File: src/hdl/i2cmts_pkg.sv
// Shared constants, codes and types of the I2C master transfer sequencer.
`timescale 1ns / 1ps
`default_nettype none

package i2cmts_pkg;

   // Default sizes of the payload store and the control byte list.
   localparam int unsigned PAYLOAD_MAX_DEF = 256;
   localparam int unsigned CTRL_MAX_DEF    = 8;

   // Fixed widths of the configuration registers.
   localparam int unsigned CTRL_BYTES_W  = 64;
   localparam int unsigned CTRL_MASK_W   = 8;
   localparam int unsigned CTRL_COUNT_W  = 4;
   localparam int unsigned PAY_LENGTH_W  = 9;
   localparam int unsigned CSR_ADDR_W    = 6;
   localparam int unsigned CSR_DATA_W    = 64;

   // Item function codes.
   typedef enum logic [1:0] {
      FUNC_LOAD  = 2'd0,
      FUNC_START = 2'd1,
      FUNC_EVENT = 2'd2
   } func_type;

   // Result status codes.
   typedef enum logic [2:0] {
      STATUS_BUSY      = 3'd0,
      STATUS_DONE      = 3'd1,
      STATUS_NAK       = 3'd2,
      STATUS_BUS_ERROR = 3'd3,
      STATUS_MC_ERROR  = 3'd4
   } status_type;

   // Configuration register indexes (byte address is eight times the index).
   typedef enum logic [2:0] {
      CFG_CTRL_BYTES       = 3'd0,
      CFG_CTRL_REPEAT_MASK = 3'd1,
      CFG_CTRL_COUNT       = 3'd2,
      CFG_PAYLOAD_LENGTH   = 3'd3,
      CFG_MASTER_CODE_MODE = 3'd4
   } cfg_index_type;

   // One result item; from_store marks a byte still to be taken from the store.
   typedef struct packed {
      logic       tx_valid;
      logic [7:0] tx_byte;
      logic       from_store;
      logic       repeat_start;
      logic       stay_master;
      logic       ack_next;
      logic       rx_valid;
      logic [7:0] rx_data;
      logic [7:0] rx_position;
      status_type status;
   } rsp_type;

endpackage

`default_nettype wire

File: src/hdl/i2c_master_transfer_sequencer_core.sv
// Top level of the I2C master transfer sequencer: item decode, payload store and result stage.
// Items pass through the decode stage and then the result register; the store read issued at
// acceptance holds the byte the result register takes when the decode stage moves on.
// Throughput: one item per cycle if rsp_stall is low; an item uses at most one store port.
// Reset (synchronous): clears positions, the master-code flag, configuration and both stages.
// Payload store not cleared; every entry must be written before it is read (not enforced).
`timescale 1ns / 1ps
`default_nettype none

module i2c_master_transfer_sequencer_core #(
   parameter int unsigned PAYLOAD_MAX = i2cmts_pkg::PAYLOAD_MAX_DEF,
   parameter int unsigned CTRL_MAX    = i2cmts_pkg::CTRL_MAX_DEF
) (
   input  wire logic        clock,
   input  wire logic        reset,
   // Input channel
   input  wire logic        req_valid,
   output logic             req_stall,
   input  wire logic [1:0]  req_func,
   input  wire logic [7:0]  req_load_byte,
   input  wire logic        req_bus_error,
   input  wire logic        req_transfer_int,
   input  wire logic        req_master_mode,
   input  wire logic        req_last_bit_nak,
   input  wire logic        req_transmitting,
   input  wire logic        req_first_byte,
   input  wire logic [7:0]  req_rx_byte,
   input  wire logic        req_arbitration_won,
   // Result channel
   output logic             rsp_valid,
   input  wire logic        rsp_stall,
   output logic             rsp_tx_valid,
   output logic [7:0]       rsp_tx_byte,
   output logic             rsp_repeat_start,
   output logic             rsp_stay_master,
   output logic             rsp_ack_next,
   output logic             rsp_rx_valid,
   output logic [7:0]       rsp_rx_data,
   output logic [7:0]       rsp_rx_position,
   output logic [2:0]       rsp_status,
   // Configuration port
   input  wire logic                              csr_psel,
   input  wire logic                              csr_penable,
   input  wire logic                              csr_pwrite,
   input  wire logic [i2cmts_pkg::CSR_ADDR_W-1:0] csr_paddr,
   input  wire logic [i2cmts_pkg::CSR_DATA_W-1:0] csr_pwdata,
   output logic      [i2cmts_pkg::CSR_DATA_W-1:0] csr_prdata,
   output logic                                   csr_pready
);

   // Position widths: PW holds 0..PAYLOAD_MAX, AW addresses the store, LW compares lengths.
   localparam int unsigned PW = $clog2(PAYLOAD_MAX + 1);
   localparam int unsigned AW = (PAYLOAD_MAX > 1) ? $clog2(PAYLOAD_MAX) : 1;
   localparam int unsigned LW = (PW > i2cmts_pkg::PAY_LENGTH_W) ? PW : i2cmts_pkg::PAY_LENGTH_W;
   localparam int unsigned CW = i2cmts_pkg::CTRL_COUNT_W;

   // Configuration registers.
   logic [i2cmts_pkg::CTRL_BYTES_W-1:0] ctrl_bytes_ff;
   logic [i2cmts_pkg::CTRL_MASK_W-1:0]  ctrl_repeat_mask_ff;
   logic [CW-1:0]                       ctrl_count_ff;
   logic [i2cmts_pkg::PAY_LENGTH_W-1:0] payload_length_ff;
   logic                                master_code_mode_ff;

   // Sequencer state.
   logic [CW-1:0] ctrl_position_ff, ctrl_position_in;
   logic [PW-1:0] payload_position_ff, payload_position_in;
   logic [PW-1:0] load_position_ff, load_position_in;
   logic          master_code_pending_ff, master_code_pending_in;

   // Decode stage and result stage.
   logic                p1_valid_ff, p1_valid_in;
   i2cmts_pkg::rsp_type p1_ff, p1_in;
   logic                out_valid_ff, out_valid_in;
   i2cmts_pkg::rsp_type out_ff, out_in;

   // Store port signals.
   logic          ram_wr_en;
   logic [AW-1:0] ram_wr_addr;
   logic [7:0]    ram_wr_data;
   logic          ram_rd_en;
   logic [AW-1:0] ram_rd_addr;
   logic [7:0]    ram_rd_data;

   // Handshake.
   logic req_fire;
   logic p1_move;

   // Limits and the next byte to send.
   logic [CW-1:0] ctrl_limit;
   logic [LW-1:0] data_limit;
   logic          is_start;
   logic [CW-1:0] base_ctrl;
   logic [PW-1:0] base_pay;
   logic          send_ctrl;
   logic          send_pay;
   logic [2:0]    ctrl_sel;
   logic [7:0]    ctrl_byte;
   logic          ctrl_repeat;
   logic [PW-1:0] pay_adv;
   logic          ack_cur;
   logic          ack_adv;
   logic          rx_room;
   logic          load_room;
   logic          do_send;
   logic          csr_write;

   // ---------------------------------------------------------------------
   // Configuration port
   // ---------------------------------------------------------------------
   assign csr_pready = 1'b1;
   assign csr_write  = csr_psel && csr_penable && csr_pwrite && csr_pready;

   always_ff @(posedge clock) begin
      if (reset) begin
         ctrl_bytes_ff       <= '0;
         ctrl_repeat_mask_ff <= '0;
         ctrl_count_ff       <= '0;
         payload_length_ff   <= '0;
         master_code_mode_ff <= 1'b0;
      end else if (csr_write) begin
         case (csr_paddr[5:3])
            i2cmts_pkg::CFG_CTRL_BYTES: begin
               ctrl_bytes_ff <= csr_pwdata;
            end
            i2cmts_pkg::CFG_CTRL_REPEAT_MASK: begin
               ctrl_repeat_mask_ff <= csr_pwdata[i2cmts_pkg::CTRL_MASK_W-1:0];
            end
            i2cmts_pkg::CFG_CTRL_COUNT: begin
               ctrl_count_ff <= csr_pwdata[CW-1:0];
            end
            i2cmts_pkg::CFG_PAYLOAD_LENGTH: begin
               payload_length_ff <= csr_pwdata[i2cmts_pkg::PAY_LENGTH_W-1:0];
            end
            i2cmts_pkg::CFG_MASTER_CODE_MODE: begin
               master_code_mode_ff <= csr_pwdata[0];
            end
            default: begin
            end
         endcase
      end
   end

   // Register read-back.
   always_comb begin
      case (csr_paddr[5:3])
         i2cmts_pkg::CFG_CTRL_BYTES:       csr_prdata = ctrl_bytes_ff;
         i2cmts_pkg::CFG_CTRL_REPEAT_MASK: csr_prdata = 64'(ctrl_repeat_mask_ff);
         i2cmts_pkg::CFG_CTRL_COUNT:       csr_prdata = 64'(ctrl_count_ff);
         i2cmts_pkg::CFG_PAYLOAD_LENGTH:   csr_prdata = 64'(payload_length_ff);
         i2cmts_pkg::CFG_MASTER_CODE_MODE: csr_prdata = 64'(master_code_mode_ff);
         default:                          csr_prdata = '0;
      endcase
   end

   // ---------------------------------------------------------------------
   // Handshake: the decode stage moves on whenever the result register frees up
   // ---------------------------------------------------------------------
   assign p1_move   = p1_valid_ff && (!out_valid_ff || !rsp_stall);
   assign req_stall = p1_valid_ff && !p1_move;
   assign req_fire  = req_valid && !req_stall;

   // ---------------------------------------------------------------------
   // Limits and next-byte selection (a start restarts from position zero)
   // ---------------------------------------------------------------------
   always_comb begin
      ctrl_limit = (ctrl_count_ff > CW'(CTRL_MAX)) ? CW'(CTRL_MAX) : ctrl_count_ff;
      data_limit = (LW'(payload_length_ff) > LW'(PAYLOAD_MAX)) ? LW'(PAYLOAD_MAX)
                                                               : LW'(payload_length_ff);
      is_start    = (req_func == i2cmts_pkg::FUNC_START);
      base_ctrl   = is_start ? '0 : ctrl_position_ff;
      base_pay    = is_start ? '0 : payload_position_ff;
      send_ctrl   = (base_ctrl < ctrl_limit);
      send_pay    = !send_ctrl && (LW'(base_pay) < data_limit);
      ctrl_sel    = base_ctrl[2:0];
      ctrl_byte   = ctrl_bytes_ff[8*ctrl_sel +: 8];
      ctrl_repeat = ctrl_repeat_mask_ff[ctrl_sel];
      // Receive bookkeeping: ACK unless the following byte would be the last one.
      pay_adv   = payload_position_ff + PW'(1);
      ack_cur   = !(({1'b0, LW'(payload_position_ff)} + (LW+1)'(1)) >= {1'b0, data_limit});
      ack_adv   = !(({1'b0, LW'(pay_adv)} + (LW+1)'(1)) >= {1'b0, data_limit});
      rx_room   = (LW'(payload_position_ff) < data_limit);
      load_room = (load_position_ff < PW'(PAYLOAD_MAX));
   end

   // ---------------------------------------------------------------------
   // Item decode: next state, store access and the partial result
   // ---------------------------------------------------------------------
   always_comb begin
      ctrl_position_in       = ctrl_position_ff;
      payload_position_in    = payload_position_ff;
      load_position_in       = load_position_ff;
      master_code_pending_in = master_code_pending_ff;
      p1_in                  = '0;
      ram_wr_en              = 1'b0;
      ram_wr_addr            = load_position_ff[AW-1:0];
      ram_wr_data            = req_load_byte;
      ram_rd_en              = 1'b0;
      ram_rd_addr            = base_pay[AW-1:0];
      do_send                = 1'b0;

      case (req_func)
         i2cmts_pkg::FUNC_LOAD: begin
            if (load_room) begin
               ram_wr_en        = req_fire;
               load_position_in = load_position_ff + PW'(1);
            end
         end
         i2cmts_pkg::FUNC_START: begin
            ctrl_position_in       = '0;
            payload_position_in    = '0;
            load_position_in       = '0;
            master_code_pending_in = master_code_mode_ff;
            do_send                = 1'b1;
         end
         i2cmts_pkg::FUNC_EVENT: begin
            if (req_bus_error) begin
               // A bus error ends the transfer; its code tells the master-code phase apart.
               master_code_pending_in = 1'b0;
               p1_in.status = (master_code_pending_ff && !req_last_bit_nak)
                            ? i2cmts_pkg::STATUS_MC_ERROR : i2cmts_pkg::STATUS_BUS_ERROR;
            end else if (req_transfer_int) begin
               if (!req_master_mode) begin
                  // Slave mode is not handled: report nothing and keep state.
                  p1_in.status = i2cmts_pkg::STATUS_BUSY;
               end else if (master_code_pending_ff) begin
                  master_code_pending_in = 1'b0;
                  if (!req_arbitration_won) begin
                     p1_in.status = i2cmts_pkg::STATUS_DONE;
                  end else begin
                     do_send = 1'b1;
                  end
               end else if (req_transmitting) begin
                  if (req_last_bit_nak) begin
                     p1_in.status = i2cmts_pkg::STATUS_NAK;
                  end else begin
                     do_send = 1'b1;
                  end
               end else if (req_first_byte) begin
                  p1_in.ack_next    = ack_cur;
                  p1_in.stay_master = 1'b1;
               end else if (!rx_room) begin
                  p1_in.status = i2cmts_pkg::STATUS_DONE;
               end else begin
                  // Store the received byte and move to the next payload position.
                  ram_wr_en           = req_fire;
                  ram_wr_addr         = payload_position_ff[AW-1:0];
                  ram_wr_data         = req_rx_byte;
                  p1_in.rx_valid      = 1'b1;
                  p1_in.rx_data       = req_rx_byte;
                  p1_in.rx_position   = 8'(payload_position_ff);
                  payload_position_in = pay_adv;
                  p1_in.ack_next      = ack_adv;
                  if (LW'(pay_adv) >= data_limit) begin
                     p1_in.status = i2cmts_pkg::STATUS_DONE;
                  end else begin
                     p1_in.stay_master = 1'b1;
                  end
               end
            end else begin
               p1_in.stay_master = req_master_mode;
            end
         end
         default: begin
         end
      endcase

      // Send the next control or payload byte, or stop when none is left.
      if (do_send) begin
         if (send_ctrl) begin
            p1_in.tx_valid     = 1'b1;
            p1_in.tx_byte      = ctrl_byte;
            p1_in.repeat_start = ctrl_repeat;
            p1_in.stay_master  = 1'b1;
            ctrl_position_in   = base_ctrl + CW'(1);
         end else if (send_pay) begin
            p1_in.tx_valid      = 1'b1;
            p1_in.from_store    = 1'b1;
            p1_in.stay_master   = 1'b1;
            ram_rd_en           = req_fire;
            payload_position_in = base_pay + PW'(1);
         end else begin
            p1_in.stay_master = 1'b0;
            p1_in.status      = i2cmts_pkg::STATUS_DONE;
         end
      end
   end

   // State registers advance only on an accepted transfer.
   always_ff @(posedge clock) begin
      if (reset) begin
         ctrl_position_ff       <= '0;
         payload_position_ff    <= '0;
         load_position_ff       <= '0;
         master_code_pending_ff <= 1'b0;
      end else if (req_fire) begin
         ctrl_position_ff       <= ctrl_position_in;
         payload_position_ff    <= payload_position_in;
         load_position_ff       <= load_position_in;
         master_code_pending_ff <= master_code_pending_in;
      end
   end

   // ---------------------------------------------------------------------
   // Payload store
   // ---------------------------------------------------------------------
   i2cmts_ram #(
      .WIDTH (8),
      .DEPTH (PAYLOAD_MAX)
   ) u_store (
      .clock   (clock),
      .wr_en   (ram_wr_en),
      .wr_addr (ram_wr_addr),
      .wr_data (ram_wr_data),
      .rd_en   (ram_rd_en),
      .rd_addr (ram_rd_addr),
      .rd_data (ram_rd_data)
   );

   // ---------------------------------------------------------------------
   // Decode stage and result register
   // ---------------------------------------------------------------------
   always_comb begin
      p1_valid_in  = p1_valid_ff;
      out_valid_in = out_valid_ff;
      out_in       = p1_ff;
      if (p1_ff.from_store) begin
         out_in.tx_byte = ram_rd_data;
      end
      if (p1_move) begin
         out_valid_in = 1'b1;
      end else if (out_valid_ff && !rsp_stall) begin
         out_valid_in = 1'b0;
      end
      if (req_fire) begin
         p1_valid_in = 1'b1;
      end else if (p1_move) begin
         p1_valid_in = 1'b0;
      end
   end

   always_ff @(posedge clock) begin
      if (reset) begin
         p1_valid_ff  <= 1'b0;
         out_valid_ff <= 1'b0;
      end else begin
         p1_valid_ff  <= p1_valid_in;
         out_valid_ff <= out_valid_in;
      end
   end

   always_ff @(posedge clock) begin
      if (req_fire) begin
         p1_ff <= p1_in;
      end
      if (p1_move) begin
         out_ff <= out_in;
      end
   end

   assign rsp_valid        = out_valid_ff;
   assign rsp_tx_valid     = out_ff.tx_valid;
   assign rsp_tx_byte      = out_ff.tx_byte;
   assign rsp_repeat_start = out_ff.repeat_start;
   assign rsp_stay_master  = out_ff.stay_master;
   assign rsp_ack_next     = out_ff.ack_next;
   assign rsp_rx_valid     = out_ff.rx_valid;
   assign rsp_rx_data      = out_ff.rx_data;
   assign rsp_rx_position  = out_ff.rx_position;
   assign rsp_status       = out_ff.status;

   // ---------------------------------------------------------------------
   // Assertions
   // ---------------------------------------------------------------------
   a_tx_keeps_bus: assert property (@(posedge clock) disable iff (reset)
      rsp_valid && rsp_tx_valid |-> rsp_stay_master && rsp_status == i2cmts_pkg::STATUS_BUSY)
      else $error("transmit result without bus ownership or with a final status");

   a_tx_rx_exclusive: assert property (@(posedge clock) disable iff (reset)
      rsp_valid |-> !(rsp_tx_valid && rsp_rx_valid))
      else $error("result both transmits and receives");

   a_fire_fills_stage: assert property (@(posedge clock) disable iff (reset)
      req_fire |=> p1_valid_ff)
      else $error("accepted transfer lost before the result stage");

   a_positions_bounded: assert property (@(posedge clock) disable iff (reset)
      load_position_ff <= PW'(PAYLOAD_MAX) && payload_position_ff <= PW'(PAYLOAD_MAX)
      && ctrl_position_ff <= CW'(CTRL_MAX))
      else $error("sequencer position beyond its limit");

endmodule

`default_nettype wire

File: src/hdl/i2cmts_ram.sv
// Generic single-clock RAM with one write port and one registered read port.
`timescale 1ns / 1ps
`default_nettype none

module i2cmts_ram #(
   parameter int unsigned WIDTH = 8,
   parameter int unsigned DEPTH = 256,
   localparam int unsigned AW   = (DEPTH > 1) ? $clog2(DEPTH) : 1
) (
   input  wire logic             clock,
   input  wire logic             wr_en,
   input  wire logic [AW-1:0]    wr_addr,
   input  wire logic [WIDTH-1:0] wr_data,
   input  wire logic             rd_en,
   input  wire logic [AW-1:0]    rd_addr,
   output logic      [WIDTH-1:0] rd_data
);

   logic [WIDTH-1:0] mem_ff [DEPTH];
   logic [WIDTH-1:0] rd_data_ff;

   // Write port.
   always_ff @(posedge clock) begin
      if (wr_en) begin
         mem_ff[wr_addr] <= wr_data;
      end
   end

   // Read port; the data holds until the next enabled read.
   always_ff @(posedge clock) begin
      if (rd_en) begin
         rd_data_ff <= mem_ff[rd_addr];
      end
   end

   assign rd_data = rd_data_ff;

endmodule

`default_nettype wire

File: config.mk
export PLATFORM = sky130hd
export DESIGN_NAME = i2c_master_transfer_sequencer_core
export DESIGN_NICKNAME = d
export VERILOG_FILES = /design/src/hdl/i2cmts_pkg.sv /design/src/hdl/i2c_master_transfer_sequencer_core.sv /design/src/hdl/i2cmts_ram.sv
export SDC_FILE = /design/constraint.sdc
export NUM_CORES = 2
export LEC_CHECK = 0
export ABC_AREA = 1
export ABC_CLOCK_PERIOD_IN_PS = 43700
export BUFFER_PORTS_ARGS = -buffer_cell sky130_fd_sc_hd__buf_2
export CORE_ASPECT_RATIO = 1.75
export CORE_UTILIZATION = 67
export DETAILED_ROUTE_END_ITERATION = 10
export PLACE_DENSITY = 0.84
export SYNTH_ARGS = -nofsm -noshare
export SYNTH_HDL_FRONTEND = slang
export SYNTH_SLANG_ARGS = --single-unit
File: constraint.sdc
create_clock -name clock -period 43.7 [get_ports clock]
set_input_delay 10.925 -clock clock [delete_from_list [all_inputs] [get_ports clock]]
set_output_delay 10.925 -clock clock [all_outputs]
set_load 0.01 [all_outputs]
Word level (Yosys, flattened, before mapping)
Memory sizes are Yosys's and may differ from the RTL's. A register that Yosys moved wholly into a read port is not among the register bits.
Index checks and enable logic that the tools add are counted.

operators by class
  multiplexer cells = 107
  magnitude comparators = 10
  bitwise operators = 4
  shifts and indexed selects = 1
  reduce and logical (&&, ||, !) cells = 33
  $add $sub $neg = 6
  equal/unequal tests = 9

operators by type and width
  operator              number
  $pmux 64 s5           1
  $mux 19               11
  $mux 20               7
  $mux 8                17
  $mux 9                13
  $shiftx 64x7->8       1
  $mux 1                36
  $pmux 9 s2            2
  $add 9x1->9 const B   3
  $mux 3                8
  $mux 22               1
  $mux 21               1
  $add 9x1->10 const B  2
  $ge 10x9->1           2
  $lt 9x9->1            2
  $mux 4                4
  $reduce_and 2->1      6
  $ge 9x9->1            1
  $gt 9x9->1 const B    1
  $lt 9x9->1 const B    1
  $logic_and 1x1->1     8
  $logic_not 1->1       8
  $reduce_bool 2->1     4
  $eq 3x2->1 const B    2
  21 further kinds      28

storage, ports and cells
  memories = 1
  RAM bits = 2048
  word-level logic and storage cells = 201
  flip-flop bits (word level) = 176
  output and inout bits = 99

memory list
  memory          words  bits a word  read ports  clocked after memory_dff  write ports  line              RTL
  u_store.mem_ff  256    8            1           1                         1            i2cmts_ram.sv:19  logic [WIDTH-1:0] mem_ff [DEPTH];

Longest topological paths before layout
  depth after elaboration = 27
  depth in mapped cells = 22

Hierarchy
From an unflattened synthesis, not the netlist that was laid out.

second synthesis, totals
  cell total of the unflattened synthesis = 8248
  area, all modules = 93145.6 um2

by module, submodules not included
  module                              area each (um2)  seq. area each (um2)  instances  cells an instance
  i2cmts_ram                          83476.3          61739.2               1          7003
  i2c_master_transfer_sequencer_core  9669.3           4174.0                1          1245

Worst setup path before layout
OpenSTA, ideal clock, no wires.

  path type = input port to flip-flop
  start = input port req_func[0]
  end = memory u_store.mem_ff[0][5] (data pin)
  cell stages on the path = 10
  slack = 19.434 ns
  data required time = 41.511 ns
  data arrival time = 22.077 ns
  setup time = 2.189 ns
  cell sequence = inv_1 -> ha_1 -> inv_1 -> nor3_2 -> inv_2 -> nor2_8 -> inv_6 -> buf_4 -> clkbuf_1 -> o21ai_0

on the way
  word-level cells in the longest chain between the ends = 2

RTL lines
  what                line                                       RTL
  start: declaration  i2c_master_transfer_sequencer_core.sv:19   input wire logic [1:0] req_func,
  $eq 2x2->1          i2c_master_transfer_sequencer_core.sv:201  case (req_func)
  $mux 8              i2c_master_transfer_sequencer_core.sv:201
  net ram_wr_data[5]  i2c_master_transfer_sequencer_core.sv:79   logic [7:0] ram_wr_data;
  end: declaration    i2cmts_ram.sv:19

The timed path passes the listed nets, and every way through them passes these cells.

Worst setup path in the final report
  start = input port csr_paddr[4] (netlist bit)
  end = output port csr_prdata[0] (netlist bit)

on the way
  word-level cells in the longest chain between the ends = 2
  elaborated cells on any way between the ends = 6
  those cells by class = eq/ne (4); mux (1); reduce/logical (1)

RTL lines
  what                                      line                                       RTL
  start: declaration                        i2c_master_transfer_sequencer_core.sv:45   input wire logic [i2cmts_pkg::CSR_ADDR_W-1:0] csr_paddr,
  $eq 3x3->1, or another cell as far along  i2c_master_transfer_sequencer_core.sv:145  case (csr_paddr[5:3])
  $pmux 64 s5 *                             i2c_master_transfer_sequencer_core.sv:145
  end: declaration                          i2c_master_transfer_sequencer_core.sv:47   output logic [i2cmts_pkg::CSR_DATA_W-1:0] csr_prdata,

Mark *: on every way between the ends. The rest lies on a longest branch, timed or not.

==> run metrics <==
CP required 32.78 ns; CTS sink cnt 2232; Storage cell area 0.0659 mm2; Die X 284 um; total global routing track utilization 0.356; syn_nets 8399; htree depth 4; synthesized area per cell 11.3 um2; critical path arrival 12.39 ns; CTS max path bufs 3; buffer and inverter count on the worst path 4; placed insts about 9.8k; fin crit share 0.534; Hold WS approximately 0.42 ns; Cell variety after synth 55; Initial DRC Count between 8k and 9k; Synth top area share 0.681; CTS tree built; pin count of the biggest net entering global routing 256; Slowest-stage cell, CP buf_4; Initial Util 0.674; max_cap viols 0; Mapped Cells 8250; root buf cell clkbuf_16; Die Y between 400 and 500 um; prevailing post-synth register cell edfxtp_1; worst vdd ir about 0.045 mV; DPL Wire Length roughly 150000 um; Final setup viols 0; Die ar. 0.141 mm2; WS Path Type in -> out; Worst Setup End Kind primary output; number of synthesized flops with an enable pin 2121; gpl congestion 0.987; final WL around 250000 um; Lkg Pwr 36.6 nW; Worst Max-Slew Pin Slew 1.37 ns; io pins 201; initial antenna violation count 11; Async SR Flop Fraction 0; DR WL/cell 25.0 um; footprint of the multi-input gates 0.0229 mm2; hold_buf cts 0; CP peak stage delay 0.50 ns; Tmin final between 20 and 25 ns; share of post-route cells with drive strength above 1 0.0737; Slew headroom 0.0839; PortBufs 196; RSZ-0062 raised after global routing false; Row Count 181; Overflow after GRT 0; DRC Markers 0; Area contributors post-synth edfxtp_1 (68%), o21ai_0 (4.9%), nor2_1 (4.9%), nand2_1 (4.0%), nand3_1 (3.7%); Final Max Tran Viols 0; sequential cell area fraction in the yosys report 0.705; global-route wire length before repair roughly 370000 um; vias in the first global route 63.7k; CP Max Fanout 65; setup TNS 0 ns; Final Hold Vio Count 0; Tot Pwr between 4 and 5 mW; Setup Skew 0.0277 ns; Mapped Area 0.0936 mm2; Startpoint Class input port; critical-path cell list buf_2, inv_1, nand2_2, buf_4, o22ai_1, a221oi_1, o21ai_0, buf_2; cts bufs inserted 180; HP Class reg -> reg; PD cells 41.6 mW/mm2; Worst-Skew Late Latency around 0.84 ns; FMAX 0.0429 GHz; Yosys reg bits 2232; fin cells 10.2k; Clock transition at path regs 0.06 ns; outcome finished clean; area grow syn2layout 8.79%; synth warn 0; Nets 8343; Post-CTS Resized 0; via count 65.9k; core area 0.139 mm2; cell taking the most area after synthesis edfxtp_1; Routed Antenna Nets 0; critical path's top delay family buffers and inverters; vias per cell 6.46; Crit path top cell by count buf_2; fillcell total about 8.2k; DR pass1 iterations 9; Setup Buffers After CTS 0
synthesized netlist by cell type, drive strengths merged, types with 4 or more instances:
cell type  instances
o221ai             7
clkinv             9
a311oi            10
edfxtp          2121
nor4               4
xnor2              4
mux2               8
dfxtp            111
clkbuf           357
ha                47
buf              165
o21ai            927
xor2               9
nor2            1222
nor3              22
a21oi            387
inv              728
o211ai           372
a221oi            15
nand3            702
nand4              8
nand2            987
stage by stage:
| stage | area (um2) | worst slack (ns) | util |
|---|---|---|---|
| finish | 102000 | 20.39 | 0.733 |
| global route | 102000 | 20.23 | 0.733 |
| CTS | 102000 | 20.43 | 0.733 |
| detailed placement | 95700 | 20.43 | 0.689 |
| global placement | 95700 | 20.48 | 0.689 |
| floorplan | 93600 | 19.43 | - |
registers in the layout, indices dropped and copies added (netlist names), 3 cells and up:
signal,flops
ctrl_bytes_ff,64
ctrl_count_ff,4
ctrl_position_ff,4
ctrl_repeat_mask_ff,8
load_position_ff,9
out_in,25
p1_ff,8
payload_length_ff,9
payload_position_ff,9
rsp_rx_data,8
rsp_rx_position,8
rsp_status,3
rsp_tx_byte,8
u_store.mem_ff,2048
u_store.rd_data,8
kinds of logic after synthesis:
logic type,share of synthesized area
fa+ha+maj,0.00629
xor+xnor,0.00122
compound gates,0.105
simple gates,0.130
other cells,0.0000401
flops,0.705
mux,0.000963
buf+inv,0.0521
where the power goes:
part           leakage, nW  switching [mW]  internal (mW)
combinational         13.6           0.152         0.0430
sequential            20.0         0.00266           2.35
clock                 2.97           0.746          0.941
worst reg2reg max path, delay by kind of cell (launching register included):
| family | cells | cell delay, ns |
|---|---|---|
| adders and majority gates | 1 | 0.38 |
| buffers and inverters | 5 | 2.73 |
| DFF | 1 | 0.38 |
| and+or+nand+nor | 10 | 1.55 |
| AOI/OAI and AO/OA | 1 | 0.90 |
worst paths after layout:
check	start	end	slack (ns)	cells after the start
worst max-delay path	csr_paddr[4]	csr_prdata[0]	20.39	8
worst min register to register	out_in[9]	rsp_rx_position[6]	0.42	0
worst min-delay path	out_in[9]	rsp_rx_position[6]	0.42	0
worst max register to register	payload_length_ff[4]	u_store.mem_ff[104][7]	37.33	17
routing by layer:
metal,vias to the layer above,wire [um],global-route usage,part of all wire
li1,28829,-,-,-
met1,31206,78700,0.392,0.31
met2,4706,127000,0.605,0.50
met3,1111,26400,0.0691,0.10
met4,6,22900,0.288,0.090
met5,-,46,0,0.00018
area by class of cell:
cell class	count	area share
Tap cell	1830	0.0225
Multi-Input combinational cell	4759	0.225
Inverter	737	0.0275
Sequential cell	2232	0.648
Antenna cell	11	0.000270
Timing Repair Buffer	284	0.0171
Clock inverter	108	0.0120
Clock buffer	226	0.0478
layout by cell type, fill, tap and decap left out, types with 188 or more instances in the layout:
| cell type | synthesis | layout |
|---|---|---|
| nand2_1 | 986 | 982 |
| nor2_1 | 1212 | 1208 |
| buf_2 | 82 | 196 |
| nand3_1 | 693 | 693 |
| inv_1 | 719 | 715 |
| edfxtp_1 | 2121 | 2121 |
| o21ai_0 | 923 | 915 |
| a21oi_1 | 384 | 383 |
| o211ai_1 | 372 | 372 |
| clkbuf_16 | 0 | 188 |
Note: power is estimated with default switching activity, not from simulation.
